`src/rtl/tgsr_pkg.sv`:
```
// shared types and constants for the tile id to source rectangle lookup
// no dependencies; every other file refers to it by scoped names
package tgsr_pkg;

	localparam int NUM_TILESETS = 8;
	localparam int IDX_W = (NUM_TILESETS > 1) ? $clog2(NUM_TILESETS) : 1;
	localparam int CNT_W = $clog2(NUM_TILESETS + 1);
	localparam logic [CNT_W-1:0] NUM_CNT = CNT_W'(NUM_TILESETS);

	// offset is below tile_count, so 16 bits cover dividend and quotient
	localparam int DIV_W = 16;
	localparam int COLS_W = 12;
	localparam int SIZE_W = 10;
	localparam int PROD_W = DIV_W + SIZE_W;
	localparam int STEP_W = $clog2(DIV_W);
	localparam logic [STEP_W-1:0] LAST_STEP = STEP_W'(DIV_W - 1);

	localparam logic KIND_LOAD = 1'b0;
	localparam logic KIND_RESOLVE = 1'b1;

	typedef struct packed {
		logic        kind;
		logic [2:0]  entry_index;
		logic [28:0] start_id;
		logic [15:0] tile_count;
		logic [11:0] columns;
		logic [9:0]  tile_width;
		logic [9:0]  tile_height;
		logic [28:0] lookup_id;
	} in_word_t;

	typedef struct packed {
		logic        found;
		logic [2:0]  tileset_index;
		logic [21:0] src_x;
		logic [25:0] src_y;
		logic [9:0]  src_width;
		logic [9:0]  src_height;
	} out_word_t;

	typedef struct packed {
		logic [28:0] start_id;
		logic [15:0] tile_count;
		logic [11:0] columns;
		logic [9:0]  tile_width;
		logic [9:0]  tile_height;
	} entry_t;

	typedef struct packed {
		logic       we;
		logic [2:0] index;
		entry_t     entry;
	} tbl_write_t;

	typedef struct packed {
		logic busy;
		logic done;
	} unit_status_t;

	typedef enum logic [2:0] {
		ST_IDLE,
		ST_SEARCH,
		ST_DIV,
		ST_MUL,
		ST_HOLD
	} state_t;

endpackage

```
`src/rtl/tile_gid_source_rect_top.sv`:
```
// top level of the tile id to source rectangle lookup: sequencer, config, output word
// depends on tgsr_pkg, tgsr_table, tgsr_div and tgsr_mul
//
// One input word at a time. A load word writes one tileset entry and returns an all-zero
// result word by way of the hold state. A resolve word scans the table one entry per
// cycle from entry zero (up to tilesets_in_use entries, capped at the table size), then
// runs the serial divider for column and row, then the two serial multipliers for the
// pixel position; a hit in a tileset with zero columns or a miss skips the divide and
// multiply. The block takes a new word as soon as the previous one has moved into the
// output register, even while that result is still stalled. The config register is
// written through cfg_valid/cfg_ready and must only change while the block is idle.
module tile_gid_source_rect_top (
	input  logic                 clk,
	input  logic                 arst_n,
	input  logic                 in_valid,
	output logic                 in_stall,
	input  tgsr_pkg::in_word_t   in_data,
	output logic                 out_valid,
	input  logic                 out_stall,
	output tgsr_pkg::out_word_t  out_data,
	input  logic                 cfg_valid,
	output logic                 cfg_ready,
	input  logic [3:0]           cfg_data
);

	tgsr_pkg::state_t state_q;
	tgsr_pkg::state_t state_d;

	// config and search bookkeeping
	logic [3:0]                   in_use_q;
	logic [tgsr_pkg::CNT_W-1:0]   limit;
	logic [31:0]                  in_use_ext;
	logic [tgsr_pkg::CNT_W-1:0]   idx_q;
	logic [28:0]                  gid_q;

	// result staging and output register
	tgsr_pkg::out_word_t          res_q;
	tgsr_pkg::out_word_t          out_q;
	logic                         out_valid_q;

	// table port
	tgsr_pkg::tbl_write_t         tbl_wr;
	tgsr_pkg::entry_t             rd_entry;
	logic                         hit;
	logic [tgsr_pkg::DIV_W-1:0]   offset;

	// serial units
	tgsr_pkg::unit_status_t       div_st;
	tgsr_pkg::unit_status_t       mx_st;
	tgsr_pkg::unit_status_t       my_st;
	logic [tgsr_pkg::DIV_W-1:0]   quotient;
	logic [tgsr_pkg::COLS_W-1:0]  remainder;
	logic [tgsr_pkg::PROD_W-1:0]  prod_x;
	logic [tgsr_pkg::PROD_W-1:0]  prod_y;
	logic [tgsr_pkg::SIZE_W-1:0]  width_q;
	logic [tgsr_pkg::SIZE_W-1:0]  height_q;

	// control strobes
	logic accept;
	logic at_end;
	logic div_start;
	logic mul_start;
	logic out_load;

	// search limit is the register clamped to the table size
	assign in_use_ext = 32'(in_use_q);
	assign limit = (in_use_ext > tgsr_pkg::NUM_TILESETS) ? tgsr_pkg::NUM_CNT
		: in_use_ext[tgsr_pkg::CNT_W-1:0];
	assign at_end = (idx_q == limit);

	// config register, always ready
	assign cfg_ready = 1'b1;

	always_ff @(posedge clk or negedge arst_n) begin
		if (!arst_n) begin
			in_use_q <= '0;
		end else if (cfg_valid && cfg_ready) begin
			in_use_q <= cfg_data;
		end
	end

	// table write straight from the accepted load word
	always_comb begin
		tbl_wr.we = accept && (in_data.kind == tgsr_pkg::KIND_LOAD);
		tbl_wr.index = in_data.entry_index;
		tbl_wr.entry.start_id = in_data.start_id;
		tbl_wr.entry.tile_count = in_data.tile_count;
		tbl_wr.entry.columns = in_data.columns;
		tbl_wr.entry.tile_width = in_data.tile_width;
		tbl_wr.entry.tile_height = in_data.tile_height;
	end

	tgsr_table u_table (
		.clk      (clk),
		.arst_n   (arst_n),
		.wr       (tbl_wr),
		.rd_index (idx_q[tgsr_pkg::IDX_W-1:0]),
		.gid      (gid_q),
		.rd_entry (rd_entry),
		.hit      (hit),
		.offset   (offset)
	);

	// offset -> row (quotient) and column (remainder)
	tgsr_div u_div (
		.clk       (clk),
		.arst_n    (arst_n),
		.start     (div_start),
		.dividend  (offset),
		.divisor   (rd_entry.columns),
		.status    (div_st),
		.quotient  (quotient),
		.remainder (remainder)
	);

	tgsr_mul u_mul_x (
		.clk     (clk),
		.arst_n  (arst_n),
		.start   (mul_start),
		.a       ({{(tgsr_pkg::DIV_W - tgsr_pkg::COLS_W){1'b0}}, remainder}),
		.b       (width_q),
		.status  (mx_st),
		.product (prod_x)
	);

	tgsr_mul u_mul_y (
		.clk     (clk),
		.arst_n  (arst_n),
		.start   (mul_start),
		.a       (quotient),
		.b       (height_q),
		.status  (my_st),
		.product (prod_y)
	);

	// next state
	always_comb begin
		state_d = state_q;
		unique case (state_q)
			tgsr_pkg::ST_IDLE: begin
				if (accept) begin
					state_d = (in_data.kind == tgsr_pkg::KIND_LOAD) ? tgsr_pkg::ST_HOLD
						: tgsr_pkg::ST_SEARCH;
				end
			end
			tgsr_pkg::ST_SEARCH: begin
				if (at_end) begin
					state_d = tgsr_pkg::ST_HOLD;
				end else if (hit) begin
					state_d = (rd_entry.columns == '0) ? tgsr_pkg::ST_HOLD
						: tgsr_pkg::ST_DIV;
				end
			end
			tgsr_pkg::ST_DIV: begin
				if (div_st.done) begin
					state_d = tgsr_pkg::ST_MUL;
				end
			end
			tgsr_pkg::ST_MUL: begin
				if (mx_st.done) begin
					state_d = tgsr_pkg::ST_HOLD;
				end
			end
			tgsr_pkg::ST_HOLD: begin
				if (out_load) begin
					state_d = tgsr_pkg::ST_IDLE;
				end
			end
			default: state_d = tgsr_pkg::ST_IDLE;
		endcase
	end

	// strobes
	always_comb begin
		in_stall = (state_q != tgsr_pkg::ST_IDLE);
		accept = in_valid && (state_q == tgsr_pkg::ST_IDLE);
		div_start = (state_q == tgsr_pkg::ST_SEARCH) && !at_end && hit
			&& (rd_entry.columns != '0);
		mul_start = (state_q == tgsr_pkg::ST_DIV) && div_st.done;
		out_load = (state_q == tgsr_pkg::ST_HOLD) && (!out_valid_q || !out_stall);
	end

	always_ff @(posedge clk or negedge arst_n) begin
		if (!arst_n) begin
			state_q <= tgsr_pkg::ST_IDLE;
			idx_q <= '0;
			out_valid_q <= 1'b0;
		end else begin
			state_q <= state_d;
			if (accept) begin
				idx_q <= '0;
			end else if ((state_q == tgsr_pkg::ST_SEARCH) && !at_end && !hit) begin
				idx_q <= idx_q + 1'b1;
			end
			if (out_load) begin
				out_valid_q <= 1'b1;
			end else if (!out_stall) begin
				out_valid_q <= 1'b0;
			end
		end
	end

	// payload: result word builds up as the item moves along
	always_ff @(posedge clk) begin
		if (accept) begin
			gid_q <= in_data.lookup_id;
			res_q <= '0;
		end else if ((state_q == tgsr_pkg::ST_SEARCH) && !at_end && hit) begin
			res_q.found <= 1'b1;
			res_q.tileset_index <= idx_q[tgsr_pkg::IDX_W-1:0];
			res_q.src_width <= rd_entry.tile_width;
			res_q.src_height <= rd_entry.tile_height;
			width_q <= rd_entry.tile_width;
			height_q <= rd_entry.tile_height;
		end else if ((state_q == tgsr_pkg::ST_MUL) && mx_st.done) begin
			res_q.src_x <= prod_x[21:0];
			res_q.src_y <= prod_y;
		end
		if (out_load) begin
			out_q <= res_q;
		end
	end

	assign out_valid = out_valid_q;
	assign out_data = out_q;

	// divider only reports while the sequencer waits for it
	a_div_done_in_div: assert property (@(posedge clk) disable iff (!arst_n)
		div_st.done |-> (state_q == tgsr_pkg::ST_DIV))
		else $error("divider finished outside divide phase");

	// both multipliers start together and must finish together
	a_mul_lockstep: assert property (@(posedge clk) disable iff (!arst_n)
		(mx_st.done == my_st.done) && (mx_st.busy == my_st.busy))
		else $error("multipliers out of step");

	// a new output word only comes from the hold phase
	a_out_from_hold: assert property (@(posedge clk) disable iff (!arst_n)
		out_load |=> out_valid && (state_q == tgsr_pkg::ST_IDLE))
		else $error("output load did not return to idle");

	// a miss or load word leaves every field zero
	a_miss_zero: assert property (@(posedge clk) disable iff (!arst_n)
		(out_load && !res_q.found) |=> (out_data == '0))
		else $error("non-zero fields on a miss");

endmodule

```
`src/rtl/tgsr_table.sv`:
```
// tileset table in flip-flops with one read port and the range compare
// depends on tgsr_pkg
module tgsr_table (
	input  logic                        clk,
	input  logic                        arst_n,
	input  tgsr_pkg::tbl_write_t        wr,
	input  logic [tgsr_pkg::IDX_W-1:0]  rd_index,
	input  logic [28:0]                 gid,
	output tgsr_pkg::entry_t            rd_entry,
	output logic                        hit,
	output logic [tgsr_pkg::DIV_W-1:0]  offset
);

	tgsr_pkg::entry_t entries_q [tgsr_pkg::NUM_TILESETS];

	logic [29:0] diff;

	always_ff @(posedge clk or negedge arst_n) begin
		if (!arst_n) begin
			for (int e = 0; e < tgsr_pkg::NUM_TILESETS; e++) begin
				entries_q[e] <= '0;
			end
		end else begin
			// indexes beyond the table are dropped
			for (int e = 0; e < tgsr_pkg::NUM_TILESETS; e++) begin
				if (wr.we && (32'(wr.index) == e)) begin
					entries_q[e] <= wr.entry;
				end
			end
		end
	end

	assign rd_entry = entries_q[rd_index];

	// zero count never matches since offset < 0 is impossible
	assign diff = {1'b0, gid} - {1'b0, rd_entry.start_id};
	assign hit = !diff[29] && (diff[28:0] < {13'd0, rd_entry.tile_count});
	assign offset = diff[tgsr_pkg::DIV_W-1:0];

endmodule

```
`src/rtl/tgsr_div.sv`:
```
// radix-2 restoring divider, one quotient bit per cycle
// depends on tgsr_pkg
module tgsr_div (
	input  logic                         clk,
	input  logic                         arst_n,
	input  logic                         start,
	input  logic [tgsr_pkg::DIV_W-1:0]   dividend,
	input  logic [tgsr_pkg::COLS_W-1:0]  divisor,
	output tgsr_pkg::unit_status_t       status,
	output logic [tgsr_pkg::DIV_W-1:0]   quotient,
	output logic [tgsr_pkg::COLS_W-1:0]  remainder
);

	logic                         busy_q;
	logic                         done_q;
	logic [tgsr_pkg::STEP_W-1:0]  cnt_q;
	logic [tgsr_pkg::DIV_W-1:0]   quo_q;
	logic [tgsr_pkg::COLS_W-1:0]  rem_q;
	logic [tgsr_pkg::COLS_W-1:0]  dsr_q;

	logic [tgsr_pkg::COLS_W:0] rem_sh;
	logic [tgsr_pkg::COLS_W:0] trial;

	assign rem_sh = {rem_q, quo_q[tgsr_pkg::DIV_W-1]};
	assign trial = rem_sh - {1'b0, dsr_q};

	always_ff @(posedge clk or negedge arst_n) begin
		if (!arst_n) begin
			busy_q <= 1'b0;
			done_q <= 1'b0;
			cnt_q <= '0;
		end else begin
			done_q <= 1'b0;
			if (start) begin
				busy_q <= 1'b1;
				cnt_q <= '0;
			end else if (busy_q) begin
				cnt_q <= cnt_q + 1'b1;
				if (cnt_q == tgsr_pkg::LAST_STEP) begin
					busy_q <= 1'b0;
					done_q <= 1'b1;
				end
			end
		end
	end

	always_ff @(posedge clk) begin
		if (start) begin
			quo_q <= dividend;
			rem_q <= '0;
			dsr_q <= divisor;
		end else if (busy_q) begin
			if (!trial[tgsr_pkg::COLS_W]) begin
				rem_q <= trial[tgsr_pkg::COLS_W-1:0];
				quo_q <= {quo_q[tgsr_pkg::DIV_W-2:0], 1'b1};
			end else begin
				rem_q <= rem_sh[tgsr_pkg::COLS_W-1:0];
				quo_q <= {quo_q[tgsr_pkg::DIV_W-2:0], 1'b0};
			end
		end
	end

	assign status = '{busy: busy_q, done: done_q};
	assign quotient = quo_q;
	assign remainder = rem_q;

endmodule

```
`src/rtl/tgsr_mul.sv`:
```
// bit-serial shift-and-add multiplier, one multiplier bit per cycle
// depends on tgsr_pkg
module tgsr_mul (
	input  logic                         clk,
	input  logic                         arst_n,
	input  logic                         start,
	input  logic [tgsr_pkg::DIV_W-1:0]   a,
	input  logic [tgsr_pkg::SIZE_W-1:0]  b,
	output tgsr_pkg::unit_status_t       status,
	output logic [tgsr_pkg::PROD_W-1:0]  product
);

	logic                         busy_q;
	logic                         done_q;
	logic [tgsr_pkg::STEP_W-1:0]  cnt_q;
	logic [tgsr_pkg::DIV_W-1:0]   a_q;
	logic [tgsr_pkg::PROD_W-1:0]  b_q;
	logic [tgsr_pkg::PROD_W-1:0]  acc_q;

	always_ff @(posedge clk or negedge arst_n) begin
		if (!arst_n) begin
			busy_q <= 1'b0;
			done_q <= 1'b0;
			cnt_q <= '0;
		end else begin
			done_q <= 1'b0;
			if (start) begin
				busy_q <= 1'b1;
				cnt_q <= '0;
			end else if (busy_q) begin
				cnt_q <= cnt_q + 1'b1;
				if (cnt_q == tgsr_pkg::LAST_STEP) begin
					busy_q <= 1'b0;
					done_q <= 1'b1;
				end
			end
		end
	end

	always_ff @(posedge clk) begin
		if (start) begin
			a_q <= a;
			b_q <= {{tgsr_pkg::DIV_W{1'b0}}, b};
			acc_q <= '0;
		end else if (busy_q) begin
			a_q <= {1'b0, a_q[tgsr_pkg::DIV_W-1:1]};
			b_q <= {b_q[tgsr_pkg::PROD_W-2:0], 1'b0};
			if (a_q[0]) begin
				acc_q <= acc_q + b_q;
			end
		end
	end

	assign status = '{busy: busy_q, done: done_q};
	assign product = acc_q;

endmodule
```
`config.mk`:
```
export PLATFORM = sky130hd
export DESIGN_NAME = tile_gid_source_rect_top
export DESIGN_NICKNAME = d
export VERILOG_FILES = /design/src/rtl/tgsr_pkg.sv /design/src/rtl/tile_gid_source_rect_top.sv /design/src/rtl/tgsr_table.sv /design/src/rtl/tgsr_div.sv /design/src/rtl/tgsr_mul.sv
export SDC_FILE = /design/constraint.sdc
export NUM_CORES = 2
export LEC_CHECK = 0
export ABC_CLOCK_PERIOD_IN_PS = 19100
export BUFFER_PORTS_ARGS = -buffer_cell sky130_fd_sc_hd__buf_2
export CAP_MARGIN = 20
export CORE_AREA = 2 2 306 308
export DETAILED_ROUTE_END_ITERATION = 8
export DIE_AREA = 0 0 308 310
export PLACE_DENSITY = 0.7
export SETUP_SLACK_MARGIN = 0.2
export SYNTH_ARGS = -nofsm -noshare
export SYNTH_HDL_FRONTEND = slang
export SYNTH_HIERARCHICAL = 1
export SYNTH_SLANG_ARGS = --single-unit
```
`constraint.sdc`:
```
create_clock -name clk -period 19.1 [get_ports clk]
set_input_delay 0.955 -clock clk [delete_from_list [all_inputs] [get_ports clk]]
set_output_delay 0.955 -clock clk [all_outputs]
set_load 0.1 [all_outputs]
```
==> results by group <==
Timing
  – Relative slew slack: between 30% and 40%
  – Final Hold Fails: 0
  – Final Setup Violations: 0
  – Post-route setup TNS: 0 ns
  – RSZ-0062 raised after global routing: false
  – Layout Skew: roughly 0.039 ns
  – Period utilization: 44.3%
  – Worst-Margin Slew: around 1 ns
  – Fmax: about 120 MHz
  – Final Max Slew Viols: 0
  – Final min period: about 8.5 ns

Power
  – VDD IR max: about 0.0001 V
  – Clock Power Share: 25.6%
  – Switching power: between 2 and 3 mW
  – Int Pwr: 5.47 mW
  – Seq pwr share: approximately 40%
  – Combinational share of power: between 30% and 40%
  – Tot Pwr: 8.06 mW
  – Pwr Density: around 150 nW/µm²
  – Switching power share of the total: 32.1%
  – Leakage: 21.9 nW

Finish
  – Syn-to-layout area delta: 11.7%
  – Fillers: around 7500
  – Post-Layout Inst Area: around 52000 µm²
  – Util after Layout: between 50% and 60%
  – Layout cells sized above 1: approximately 37%
  – Multi-input gate area: approximately 20000 µm²
  – FF+latch area: between 20000 and 30000 µm²
  – Final #Nets: between 3000 and 4000

Yosys
  – Yosys warnings: 6
  – Syn Inst Count: between 3000 and 4000
  – Syn avg cell area: 13.6 µm²
  – Post-Syn Area: 46700 µm²

Worst setup path
  – Setup CP Type: reg -> reg
  – CP Launch Type: register
  – Endpoint class of the critical path: register
  – Worst EP required: a little under 20 ns
  – Max Fanout on Critical Path: 56
  – Worst Path Arrival: 8.79 ns

Clock tree
  – CTS Buffer Depth: 3
  – Post-CTS sizing: 0
  – Worst-Skew Late Latency: ~0.7 ns
  – Clock root cell: clkbuf_16
  – Clock Sinks: 1006
  – Post-CTS Repair Setup Buffers: 0
  – Htree depth: 3
  – Clock Pin Slew Worst Setup and Hold Paths: 0.06 ns
  – CTS buffer count: approximately 110
  – CTS tree: built
  – Hold_buf cts: 0

Floorplanning
  – Row count: approximately 110
  – Width of the die: about 310 µm
  – Die area: roughly 95000 µm²
  – Core area: roughly 92000 µm²
  – Initial Utilization: roughly half
  – Ports: 194
  – DIE HEIGHT: 310 µm

GRT
  – Largest net degree at the start of global routing: 176
  – Vias in the first global route: about 29000
  – Total global-route track usage: 22.2%
  – First-pass GRT wire length: 167000 µm
  – Initial antenna violation count: 15
  – Gr ovfl total: 0

Drt
  – Routed Antenna Nets: 0
  – DRC violation count after routing: 0
  – DR vias: between 20000 and 30000
  – WL final: 104000 µm
  – WL per Instance: roughly 21 µm
  – Drt pass-1 iters: 5
  – Detailed Route Iter0 Violations: approximately 1900
  – Drt via density: between 5 and 6

Run status
  – Status: complete, no violations

Placement
  – IO Port Bufs: ~190
  – HPWL Detailed: 65900 µm
  – Placed cell area: approximately 49000 µm²
  – Placer congestion estimate: about 0.89

Hold path
  – Worst hold path class: in -> async

Flow run
  – Max_cap viols: 0
-- layer usage --
metal	share of wire [%]	wire length [µm]	up-vias	track usage, %
met4	1.9	1960	16	5.20
met1	44	45800	14541	29.8
li1	-	-	12980	-
met5	0.093	97	-	0
met3	4.8	4980	151	3.92
met2	49	51400	534	37.8
-- layout make-up --
type,instances,share of cell area [%]
flip-flops and latches,1006,48.6
multi-input cells,2151,38.6
clock buffers,157,5.93
well taps,1197,2.87
repair buffers,235,2.64
clock inverters,38,0.812
inverters,66,0.477
diodes,5,0.0240
-- state kept, by name, summed over array words and instances (netlist names), 22 cells and up --
| register | count |
|---|---|
| gid_q | 29 |
| out_data | 72 |
| res_q | 72 |
| u_mul_x/b_q | 22 |
| u_mul_x/product | 22 |
| u_mul_y/b_q | 26 |
| u_mul_y/product | 26 |
| u_table/entries_q | 616 |
-- cells in the final DEF, fill, tap and decap left out, drive strengths merged, types with 20 or more instances in the layout --
cell type  count
dfxtp        160
xnor2         39
clkbuf       157
edfxtp       201
nand4         28
buf          235
clkinv        24
a21oi        167
inv           70
dfrtp        645
o21ai         74
mux2         716
ha           107
mux4         154
nor3          28
nand2        249
nor2         116
o211ai        20
xor2          22
mux2i        103
nand3         44
a21o          26
-- worst paths after layout --
| check | endpoint | slack, ns | cells past startpoint | startpoint |
|---|---|---|---|---|
| setup / recovery | u_div/quotient[1] | 10.64 | 24 | idx_q[1] |
| hold / removal | u_table/entries_q[378] | 0.25 | 1 | arst_n |
| setup reg to reg | u_div/quotient[1] | 10.64 | 24 | idx_q[1] |
| hold reg to reg | out_data[48] | 0.42 | 0 | res_q[48] |
| max in group asynchronous | u_table/entries_q[412] | 15.86 | 4 | arst_n |
| min in group clk | out_data[48] | 0.42 | 0 | res_q[48] |
-- critical path, cell delays in order, from the launching register on --
cell and delay [ns]:
dfrtp_4 0.60, buf_4 0.55, buf_4 0.82, mux4_2 0.41, mux2i_1 0.28, ha_1 0.34
a21o_1 0.24, o31ai_2 0.45, a311oi_1 0.25, a31oi_2 0.27, xnor2_1 0.13, ha_1 0.21
a21oi_1 0.12, o221ai_1 0.13, nor4_1 0.36, o211ai_1 0.19, a2111oi_4 0.28, o2111a_1 0.22
nand4_1 0.10, a2111oi_2 0.54, nand2_1 0.08, or3_1 0.39, nor2_4 0.09, buf_4 0.49
or2_2 0.47
-- power groups by stage --
stage	clock (mW)	sequential (mW)	combinational [mW]
2_1_floorplan	0	3.31	2.13
3_3_place_gp	0	3.23	2.72
3_5_place_dp	0	3.26	2.77
4_1_cts	2.11	3.22	2.79
5_1_grt	2.20	3.31	3.02
6_report	2.06	3.22	2.78
-- stage by stage --
stage	instances	worst slack [ns]	hold slack, ns
CTS	4849	10.62	0.272
global placement	4653	10.71	0.414
detailed placement	4654	10.67	0.416
finish	4855	10.64	0.248
floorplan	3434	11.59	0.408
global route	4850	10.01	0.297
Note: power is estimated with default switching activity, not from simulation.
